`config.mk`:
```
export PLATFORM = sky130hd
export DESIGN_NAME = resonance_phase_tracker
export DESIGN_NICKNAME = d
export VERILOG_FILES = /design/src/hw/rtl/rpt_pkg.sv /design/src/hw/rtl/rpt_ctrl.sv /design/src/hw/rtl/rpt_datapath.sv /design/src/hw/rtl/resonance_phase_tracker.sv
export SDC_FILE = /design/constraint.sdc
export NUM_CORES = 2
export LEC_CHECK = 0
export ABC_AREA = 1
export BUFFER_PORTS_ARGS = -buffer_cell sky130_fd_sc_hd__buf_2
export CAP_MARGIN = 20
export CORE_MARGIN = 2
export CORE_UTILIZATION = 50
export CTS_CLUSTER_SIZE = 14
export DETAILED_ROUTE_END_ITERATION = 7
export PLACE_DENSITY = 0.72
export SYNTH_ARGS = -nofsm -noshare
export SYNTH_HDL_FRONTEND = slang
export SYNTH_SLANG_ARGS = --single-unit
```
`constraint.sdc`:
```
create_clock -name clk -period 13.9 [get_ports clk]
set_input_delay 1.39 -clock clk [delete_from_list [all_inputs] [get_ports clk]]
set_output_delay 1.39 -clock clk [all_outputs]
set_load 0.03 [all_outputs]
```
`src/hw/rtl/rpt_pkg.sv`:
```
// shared types and constants for the resonance phase tracker
package rpt_pkg;
    localparam int unsigned FREQ_W = 27;
    localparam int unsigned FREQ_MAX = 100000000;
    localparam int unsigned FREQ_RESET = 289660;
    localparam int unsigned DIV_RESET = 10;
    localparam int unsigned CLOCK_HZ_DEFAULT = 16000000;
    localparam logic [27:0] STEP_Q24 = 28'd225179981;
    localparam logic [15:0] CTRL_REG0 = 16'h2000;
    localparam logic [15:0] CTRL_REG1 = 16'h2800;
    localparam logic [15:0] DATA_TAG = 16'h4000;
    localparam logic [1:0] ADDR_START = 2'd0;
    localparam logic [1:0] ADDR_DIV = 2'd1;
    localparam logic [1:0] ADDR_SEL = 2'd2;
    localparam int unsigned DIV_STEPS = 56;

    typedef enum logic [3:0] {
        ST_IDLE, ST_DIV_Q, ST_DIV_L, ST_UPDATE, ST_MUL, ST_DIV_W,
        ST_OUT0, ST_OUT1, ST_OUT2
    } state_t;

    typedef enum logic [1:0] {
        DIV_Q, DIV_L, DIV_W
    } div_sel_t;

    typedef struct packed {
        logic       load;
        logic       div_start;
        div_sel_t   div_sel;
        logic       div_step;
        logic       update;
        logic       mul;
    } cmd_t;

    typedef struct packed {
        logic div_done;
    } status_t;
endpackage

```
`src/hw/rtl/rpt_ctrl.sv`:
```
// sequencer for one update: three divisions, update, multiply, three output items
module rpt_ctrl import rpt_pkg::*; (
    input  logic    clk,
    input  logic    rst_n,
    input  logic    in_valid,
    output logic    in_ready,
    output logic    out_valid,
    input  logic    out_ready,
    output logic    last_word,
    output logic [1:0] word_sel,
    output cmd_t    cmd,
    input  status_t status
);
    state_t state_reg, state_next;

    always_ff @(posedge clk or negedge rst_n)
    begin
        if (!rst_n)
        begin
            state_reg <= ST_IDLE;
        end
        else
        begin
            state_reg <= state_next;
        end
    end

    always_comb
    begin
        state_next = state_reg;
        cmd = '0;
        cmd.div_sel = DIV_Q;
        in_ready = 1'b0;
        out_valid = 1'b0;
        last_word = 1'b0;
        word_sel = 2'd0;
        unique case (state_reg)
            ST_IDLE:
            begin
                in_ready = 1'b1;
                if (in_valid)
                begin
                    cmd.load = 1'b1;
                    cmd.div_start = 1'b1;
                    cmd.div_sel = DIV_Q;
                    state_next = ST_DIV_Q;
                end
            end
            ST_DIV_Q:
            begin
                cmd.div_step = 1'b1;
                if (status.div_done)
                begin
                    cmd.div_step = 1'b0;
                    cmd.div_start = 1'b1;
                    cmd.div_sel = DIV_L;
                    state_next = ST_DIV_L;
                end
            end
            ST_DIV_L:
            begin
                cmd.div_step = 1'b1;
                if (status.div_done)
                begin
                    cmd.div_step = 1'b0;
                    state_next = ST_UPDATE;
                end
            end
            ST_UPDATE:
            begin
                cmd.update = 1'b1;
                state_next = ST_MUL;
            end
            ST_MUL:
            begin
                cmd.mul = 1'b1;
                cmd.div_start = 1'b1;
                cmd.div_sel = DIV_W;
                state_next = ST_DIV_W;
            end
            ST_DIV_W:
            begin
                cmd.div_step = 1'b1;
                if (status.div_done)
                begin
                    cmd.div_step = 1'b0;
                    state_next = ST_OUT0;
                end
            end
            ST_OUT0:
            begin
                out_valid = 1'b1;
                word_sel = 2'd0;
                if (out_ready) state_next = ST_OUT1;
            end
            ST_OUT1:
            begin
                out_valid = 1'b1;
                word_sel = 2'd1;
                if (out_ready) state_next = ST_OUT2;
            end
            ST_OUT2:
            begin
                out_valid = 1'b1;
                word_sel = 2'd2;
                last_word = 1'b1;
                if (out_ready) state_next = ST_IDLE;
            end
            default: state_next = ST_IDLE;
        endcase
    end

    a_out_not_idle: assert property (@(posedge clk) disable iff (!rst_n)
        out_valid |-> !in_ready)
        else $error("output item while taking input");
    a_last_follows: assert property (@(posedge clk) disable iff (!rst_n)
        (out_valid && out_ready && last_word) |=> in_ready)
        else $error("no return to idle after last word");
    a_stall_hold: assert property (@(posedge clk) disable iff (!rst_n)
        (out_valid && !out_ready) |=> (out_valid && $stable(word_sel)))
        else $error("stalled output item changed");
endmodule

```
`src/hw/rtl/rpt_datapath.sv`:
```
// frequency state, config registers, shared serial divider and word build
module rpt_datapath import rpt_pkg::*; #(
    parameter int unsigned CLOCK_HZ = CLOCK_HZ_DEFAULT
) (
    input  logic        clk,
    input  logic        rst_n,
    input  logic        cfg_we,
    input  logic [1:0]  cfg_addr,
    input  logic [31:0] cfg_data,
    output logic [31:0] cfg_rdata,
    input  logic [15:0] phase_ticks,
    input  cmd_t        cmd,
    output status_t     status,
    input  logic [1:0]  word_sel,
    output logic [15:0] spi_word,
    output logic [FREQ_W-1:0] frequency
);
    localparam int unsigned DW = 56;
    localparam int unsigned CW = $clog2(DIV_STEPS + 1);
    localparam logic [DW-1:0] CLK_V = DW'(CLOCK_HZ);

    logic [FREQ_W-1:0] start_reg, cur_freq_reg;
    logic [7:0]  div_reg;
    logic        sel_reg;
    logic [15:0] phase_reg;
    logic [DW-1:0] num_reg, den_reg, quo_reg;
    logic [DW:0]   rem_reg;
    logic [CW-1:0] cnt_reg;
    logic [26:0] q_reg;
    logic [27:0] word_reg;

    logic [7:0] d_eff;
    logic [26:0] start_clamp;
    logic [DW:0] rem_shift;
    logic [15:0] lambda, target, diff;
    logic signed [28:0] sum;

    assign d_eff = (div_reg == 8'd0) ? 8'd1 : div_reg;
    assign start_clamp = (cfg_data[26:0] > 27'(FREQ_MAX)) ? 27'(FREQ_MAX) : cfg_data[26:0];
    assign rem_shift = {rem_reg[DW-1:0], num_reg[DW-1]};
    assign status.div_done = (cnt_reg == CW'(DIV_STEPS));

    // saturate the lambda quotient to 16 bits
    always_comb
    begin
        if (q_reg == 27'd0 || quo_reg > 56'hFFFF) lambda = 16'hFFFF;
        else lambda = quo_reg[15:0];
        target = {1'b0, lambda[15:1]} + {4'b0, lambda[15:4]};
        diff = target - phase_reg;
        sum = $signed({2'b0, cur_freq_reg}) + 29'(signed'(diff));
    end

    always_ff @(posedge clk or negedge rst_n)
    begin
        if (!rst_n)
        begin
            start_reg    <= 27'(FREQ_RESET);
            cur_freq_reg <= 27'(FREQ_RESET);
            div_reg      <= 8'(DIV_RESET);
            sel_reg      <= 1'b0;
            cnt_reg      <= '0;
        end
        else
        begin
            if (cfg_we)
            begin
                unique case (cfg_addr)
                    ADDR_START:
                    begin
                        start_reg    <= start_clamp;
                        cur_freq_reg <= start_clamp;
                    end
                    ADDR_DIV: div_reg <= cfg_data[7:0];
                    ADDR_SEL: sel_reg <= cfg_data[0];
                    default: ;
                endcase
            end
            if (cmd.div_start) cnt_reg <= '0;
            else if (cmd.div_step && !status.div_done) cnt_reg <= cnt_reg + 1'b1;
            if (cmd.update)
            begin
                if (sum < 0) cur_freq_reg <= '0;
                else if (sum > 29'sd100000000) cur_freq_reg <= 27'(FREQ_MAX);
                else cur_freq_reg <= sum[26:0];
            end
        end
    end

    // restoring divider, one quotient bit per cycle
    always_ff @(posedge clk)
    begin
        if (cmd.load) phase_reg <= phase_ticks;
        if (cmd.div_start)
        begin
            rem_reg <= '0;
            quo_reg <= '0;
            unique case (cmd.div_sel)
                DIV_Q:
                begin
                    num_reg <= DW'(cur_freq_reg);
                    den_reg <= DW'(d_eff);
                end
                DIV_L:
                begin
                    q_reg <= quo_reg[26:0];
                    num_reg <= CLK_V;
                    den_reg <= (quo_reg == '0) ? DW'(1) : quo_reg;
                end
                DIV_W:
                begin
                    // numerator comes from the multiply in the same cycle
                    den_reg <= {d_eff, 24'd0};
                end
                default: ;
            endcase
        end
        else if (cmd.div_step && !status.div_done)
        begin
            num_reg <= {num_reg[DW-2:0], 1'b0};
            if (rem_shift >= {1'b0, den_reg})
            begin
                rem_reg <= rem_shift - {1'b0, den_reg};
                quo_reg <= {quo_reg[DW-2:0], 1'b1};
            end
            else
            begin
                rem_reg <= rem_shift;
                quo_reg <= {quo_reg[DW-2:0], 1'b0};
            end
        end
        if (cmd.mul) num_reg <= DW'(cur_freq_reg) * DW'(STEP_Q24);
        if (status.div_done && cmd.div_step == 1'b0 && !cmd.div_start)
            word_reg <= quo_reg[27:0];
    end

    always_comb
    begin
        unique case (word_sel)
            2'd0: spi_word = sel_reg ? CTRL_REG1 : CTRL_REG0;
            2'd1: spi_word = DATA_TAG + {2'b0, word_reg[13:0]};
            default: spi_word = DATA_TAG + {2'b0, word_reg[27:14]};
        endcase
        unique case (cfg_addr)
            ADDR_START: cfg_rdata = 32'(start_reg);
            ADDR_DIV: cfg_rdata = 32'(div_reg);
            ADDR_SEL: cfg_rdata = 32'(sel_reg);
            default: cfg_rdata = '0;
        endcase
    end
    assign frequency = cur_freq_reg;
endmodule

```
`src/hw/rtl/resonance_phase_tracker.sv`:
```
// top level of the resonance phase tracker
// usage:
//   - in channel (in_valid/in_ready, phase_ticks) takes one phase delay item
//     when the block is idle
//   - each item yields three out items (spi_word, last_word, frequency):
//     control word, low 14 tuning bits, high 14 tuning bits
//   - work per item: a period division, a lambda division and a tuning word
//     division share one restoring divider (56 steps each, then a done
//     state), plus an update step and a multiply step
//   - the out channel holds each item until taken; a stall just waits
//   - items are sequential: the next one is accepted after the third word
//   - apb port: start_frequency at 0x0, accuracy_divisor at 0x4,
//     register_select at 0x8; writing start_frequency reloads the frequency
//   - reset loads the default registers and returns to idle
module resonance_phase_tracker import rpt_pkg::*; #(
    parameter int unsigned CLOCK_HZ = CLOCK_HZ_DEFAULT
) (
    input  logic        clk,
    input  logic        rst_n,
    input  logic        psel,
    input  logic        penable,
    input  logic        pwrite,
    input  logic [3:0]  paddr,
    input  logic [31:0] pwdata,
    output logic [31:0] prdata,
    output logic        pready,
    input  logic        in_valid,
    output logic        in_ready,
    input  logic [15:0] phase_ticks,
    output logic        out_valid,
    input  logic        out_ready,
    output logic [15:0] spi_word,
    output logic        last_word,
    output logic [FREQ_W-1:0] frequency
);
    cmd_t    cmd;
    status_t status;
    logic [1:0] word_sel;
    logic cfg_we;

    assign pready = 1'b1;
    // unknown addresses fall to the default arm in the datapath
    assign cfg_we = psel && penable && pwrite && pready;

    rpt_ctrl u_ctrl (
        .clk(clk), .rst_n(rst_n), .in_valid(in_valid), .in_ready(in_ready),
        .out_valid(out_valid), .out_ready(out_ready), .last_word(last_word),
        .word_sel(word_sel), .cmd(cmd), .status(status)
    );

    rpt_datapath #(.CLOCK_HZ(CLOCK_HZ)) u_dp (
        .clk(clk), .rst_n(rst_n), .cfg_we(cfg_we), .cfg_addr(paddr[3:2]),
        .cfg_data(pwdata), .cfg_rdata(prdata), .phase_ticks(phase_ticks),
        .cmd(cmd), .status(status), .word_sel(word_sel), .spi_word(spi_word),
        .frequency(frequency)
    );
endmodule
```
==> flow_metrics.env <==
export IMPL_syn_avg_cell_area_um2=8.15
export IMPL_period_needed_ns=7.70
export IMPL_clock_sinks=368
export IMPL_clk_path_buf_depth=3
export IMPL_antenna_found_initial=1
export IMPL_critPathRequiredTime_ns=14.44
export IMPL_dieArea_um2=74700
export IMPL_ant_nets=0
export IMPL_place_ws_ns=6.32
export IMPL_wl_per_cell_um=19.3
export IMPL_synth_cell_area_um2=36300
export IMPL_routed_wl_um=107000
export IMPL_synth_xor_area_frac=0.0184
export IMPL_io_pins=138
export IMPL_clock_fmax_mhz=130
export IMPL_final_setup_tns_ns=0
export IMPL_postSynthCellCount=4450
export IMPL_synth_edff_count=182
export IMPL_yosys_cell_types_count=59
export IMPL_relSlewSlack=0.313
export IMPL_synthAdderAreaFrac=0.319
export IMPL_finalCritPeriodShare=0.554
export IMPL_synth_top_area_cell="fa_1"
export IMPL_criticalPathCategory="flop to flop"
export IMPL_worst_hold_slack_ns=0.461
export IMPL_nets=5350
export IMPL_dp_hpwl_um=86800
export IMPL_fin_skew_ns=0.0470
export IMPL_cp_start_kind="flop"
export IMPL_synth_simple_area_share=0.169
export IMPL_synth_compound_area_frac=0.113
export IMPL_io_buffers=123
export IMPL_drc=0
export IMPL_slowest_stage="inv_1"
export IMPL_cp_arrival_ns=8.24
export IMPL_syn2layout_area_growth_pct=9.03
export IMPL_synth_top_family_by_area="adder cells"
export IMPL_grt_pass1_wl_um=165000
export IMPL_drv_slew=0
export IMPL_ctsHoldBuffers=0
export IMPL_endpoint_kind="flop"
export IMPL_root_buffer="clkbuf_16"
export IMPL_grt_pass1_vias=29300
export IMPL_finalSetupViolations=0
export IMPL_cts_buffers_inserted=44
export IMPL_dieWidth_um=273
export IMPL_synth_mux_area_frac=0
export IMPL_vias=30200
export IMPL_ys_ff_latch=368
export IMPL_cts_resized=0
export IMPL_start_util=0.506
export IMPL_cts_tree="yes"
export IMPL_drive_above_1_share=0.0643
export IMPL_drt_initial_drc_count=2638
export IMPL_worstMarginPinSlew_ns=1.03
export IMPL_num_rows=98
export IMPL_antenna_cells=0
export IMPL_fill_cells=6691
export IMPL_via_per_inst=5.45
export IMPL_fin_ws_ns=6.20
export IMPL_hold_violations=0
export IMPL_grtUsageTotal=0.286
export IMPL_cp_max_fo=23
export IMPL_maxCapViolations=0
export IMPL_core_area_um2=71600
export IMPL_crit_path_max_incr_delay_ns=0.65
export IMPL_h_tree_depth=2
export IMPL_drt_pass1_iter_count=7
export IMPL_hold_class="flop to flop"
export IMPL_netlist_area_leader_share=0.187
export IMPL_async_flop_share=0.198
export IMPL_overflow=0
export IMPL_status="complete, no violations"
export IMPL_grt_max_degree=100
export IMPL_place_congestion=0.982
export IMPL_clk_pin_slew_worst_paths_ns=0.06
export IMPL_yosys_most_used_dff="edfxtp_1"
export IMPL_die_h_um=273
export IMPL_grt_setup_unrepaired="false"
export IMPL_postCtsSetupBuffers=0
export IMPL_ys_warn_count=0
export IMPL_cp_common_cell="nand2_1"
export IMPL_clock_latency_ns=0.62
export IMPL_ys_seq_area_frac=0.264
export IMPL_synth_area_top_cells="fa_1 (19%), edfxtp_1 (15%), ha_1 (13%), inv_1 (10%), nand2_1 (8.2%)"
==> metal layers <==
layer,global-route usage,vias to the layer above,share of wire
met1,0.406,14500,0.44
li1,-,14500,-
met3,0.0449,173,0.074
met4,0.0866,2,0.031
met2,0.452,1048,0.45
met5,0,-,0.00012
==> cell families after synthesis <==
logic type / after synthesis
adders and majority gates: 722
AOI/OAI and AO/OA: 723
and+or+nand+nor: 1473
DFF: 368
xor gates and xnor gates: 76
other: 2
buffers and inverters: 1086
==> stage by stage <==
step                cell area, um2  utilization  instances
floorplan                    36300            -       4455
global placement             37900        0.529       5470
detailed placement           37900        0.529       5470
CTS                          39500        0.551       5552
global route                 39500        0.552       5555
finish                       39500        0.552       5555
==> cell type report <==
cell class	count	area, um2	share of cell area
multi-input cells	3001	22500	0.570
clock buffers	53	1210	0.0305
clock inverters	29	348	0.00880
flip-flops and latches	368	9580	0.242
inverters	998	3750	0.0948
well taps	950	1190	0.0301
repair buffers	156	906	0.0229
==> cells in the final DEF, fill, tap and decap left out, drive strengths merged, types with 3 or more instances in the layout <==
cell,count
nor3,32
a32oi,3
nand3b,10
o21a,8
and2,3
clkbuf,53
dfxtp,113
nand2,801
conb,7
nand3,172
a22o,18
nor2,358
xor2,39
a31oi,30
nor4,30
clkinvlp,3
inv,1007
xnor2,37
or2,11
bufinv,4
o22ai,84
a221oi,6
ha,383
a22oi,6
o311ai,5
a21oi,226
a21o,19
clkinv,13
fa,339
dfstp,24
dfrtp,49
o211ai,17
o21ai,268
nand4,53
buf,156
a21boi,8
edfxtp,182
o21bai,14
==> worst paths after layout <==
path                                  start  slack, ns  cells after the start                  to
max reg2reg                u_dp.quo_reg[16]       6.20                     35  u_dp.frequency[15]
max in group asynchronous             rst_n      12.26                      1  u_dp.start_reg[22]
min                        u_dp.quo_reg[14]       0.46                      0   u_dp.word_reg[14]
max                        u_dp.quo_reg[16]       6.20                     35  u_dp.frequency[15]
min in group asynchronous             rst_n       0.94                      1  u_dp.start_reg[15]
min reg2reg                u_dp.quo_reg[14]       0.46                      0   u_dp.word_reg[14]
==> critical path, delay by kind of cell, from the launching register on <==
family                     cells  cell delay [ns]
AOI/OAI and AO/OA              2             0.45
adders and majority gates      3             1.33
buffers and inverters          5             1.14
DFF                            1             0.34
and+or+nand+nor               25             4.32
==> synthesized netlist by cell type, types with 5 or more instances <==
| cell type | number |
|---|---|
| nand4_1 | 53 |
| inv_1 | 992 |
| a31oi_1 | 30 |
| buf_2 | 16 |
| ha_1 | 383 |
| a21oi_1 | 226 |
| nor2_1 | 351 |
| fa_1 | 339 |
| nand2_1 | 793 |
| nor3_1 | 31 |
| dfrtp_1 | 49 |
| buf_4 | 11 |
| nor2_2 | 6 |
| o21ai_1 | 13 |
| nor4_1 | 30 |
| a221oi_1 | 6 |
| dfxtp_1 | 113 |
| a21boi_0 | 6 |
| nand3b_1 | 10 |
| buf_1 | 7 |
| xnor2_1 | 37 |
| nand2_2 | 7 |
| o21bai_1 | 14 |
| inv_2 | 6 |
| or2_2 | 11 |
| o22ai_1 | 84 |
| o311ai_0 | 5 |
| edfxtp_1 | 182 |
| o21a_1 | 8 |
| clkbuf_1 | 50 |
| a22oi_1 | 6 |
| a22o_1 | 18 |
| o211ai_1 | 17 |
| a21o_1 | 19 |
| dfstp_2 | 24 |
| nand3_1 | 169 |
| o21ai_0 | 254 |
| xor2_1 | 39 |
Power is not shown: default switching activity piles up to over one toggle a cycle in this logic, so the estimate is an artifact.
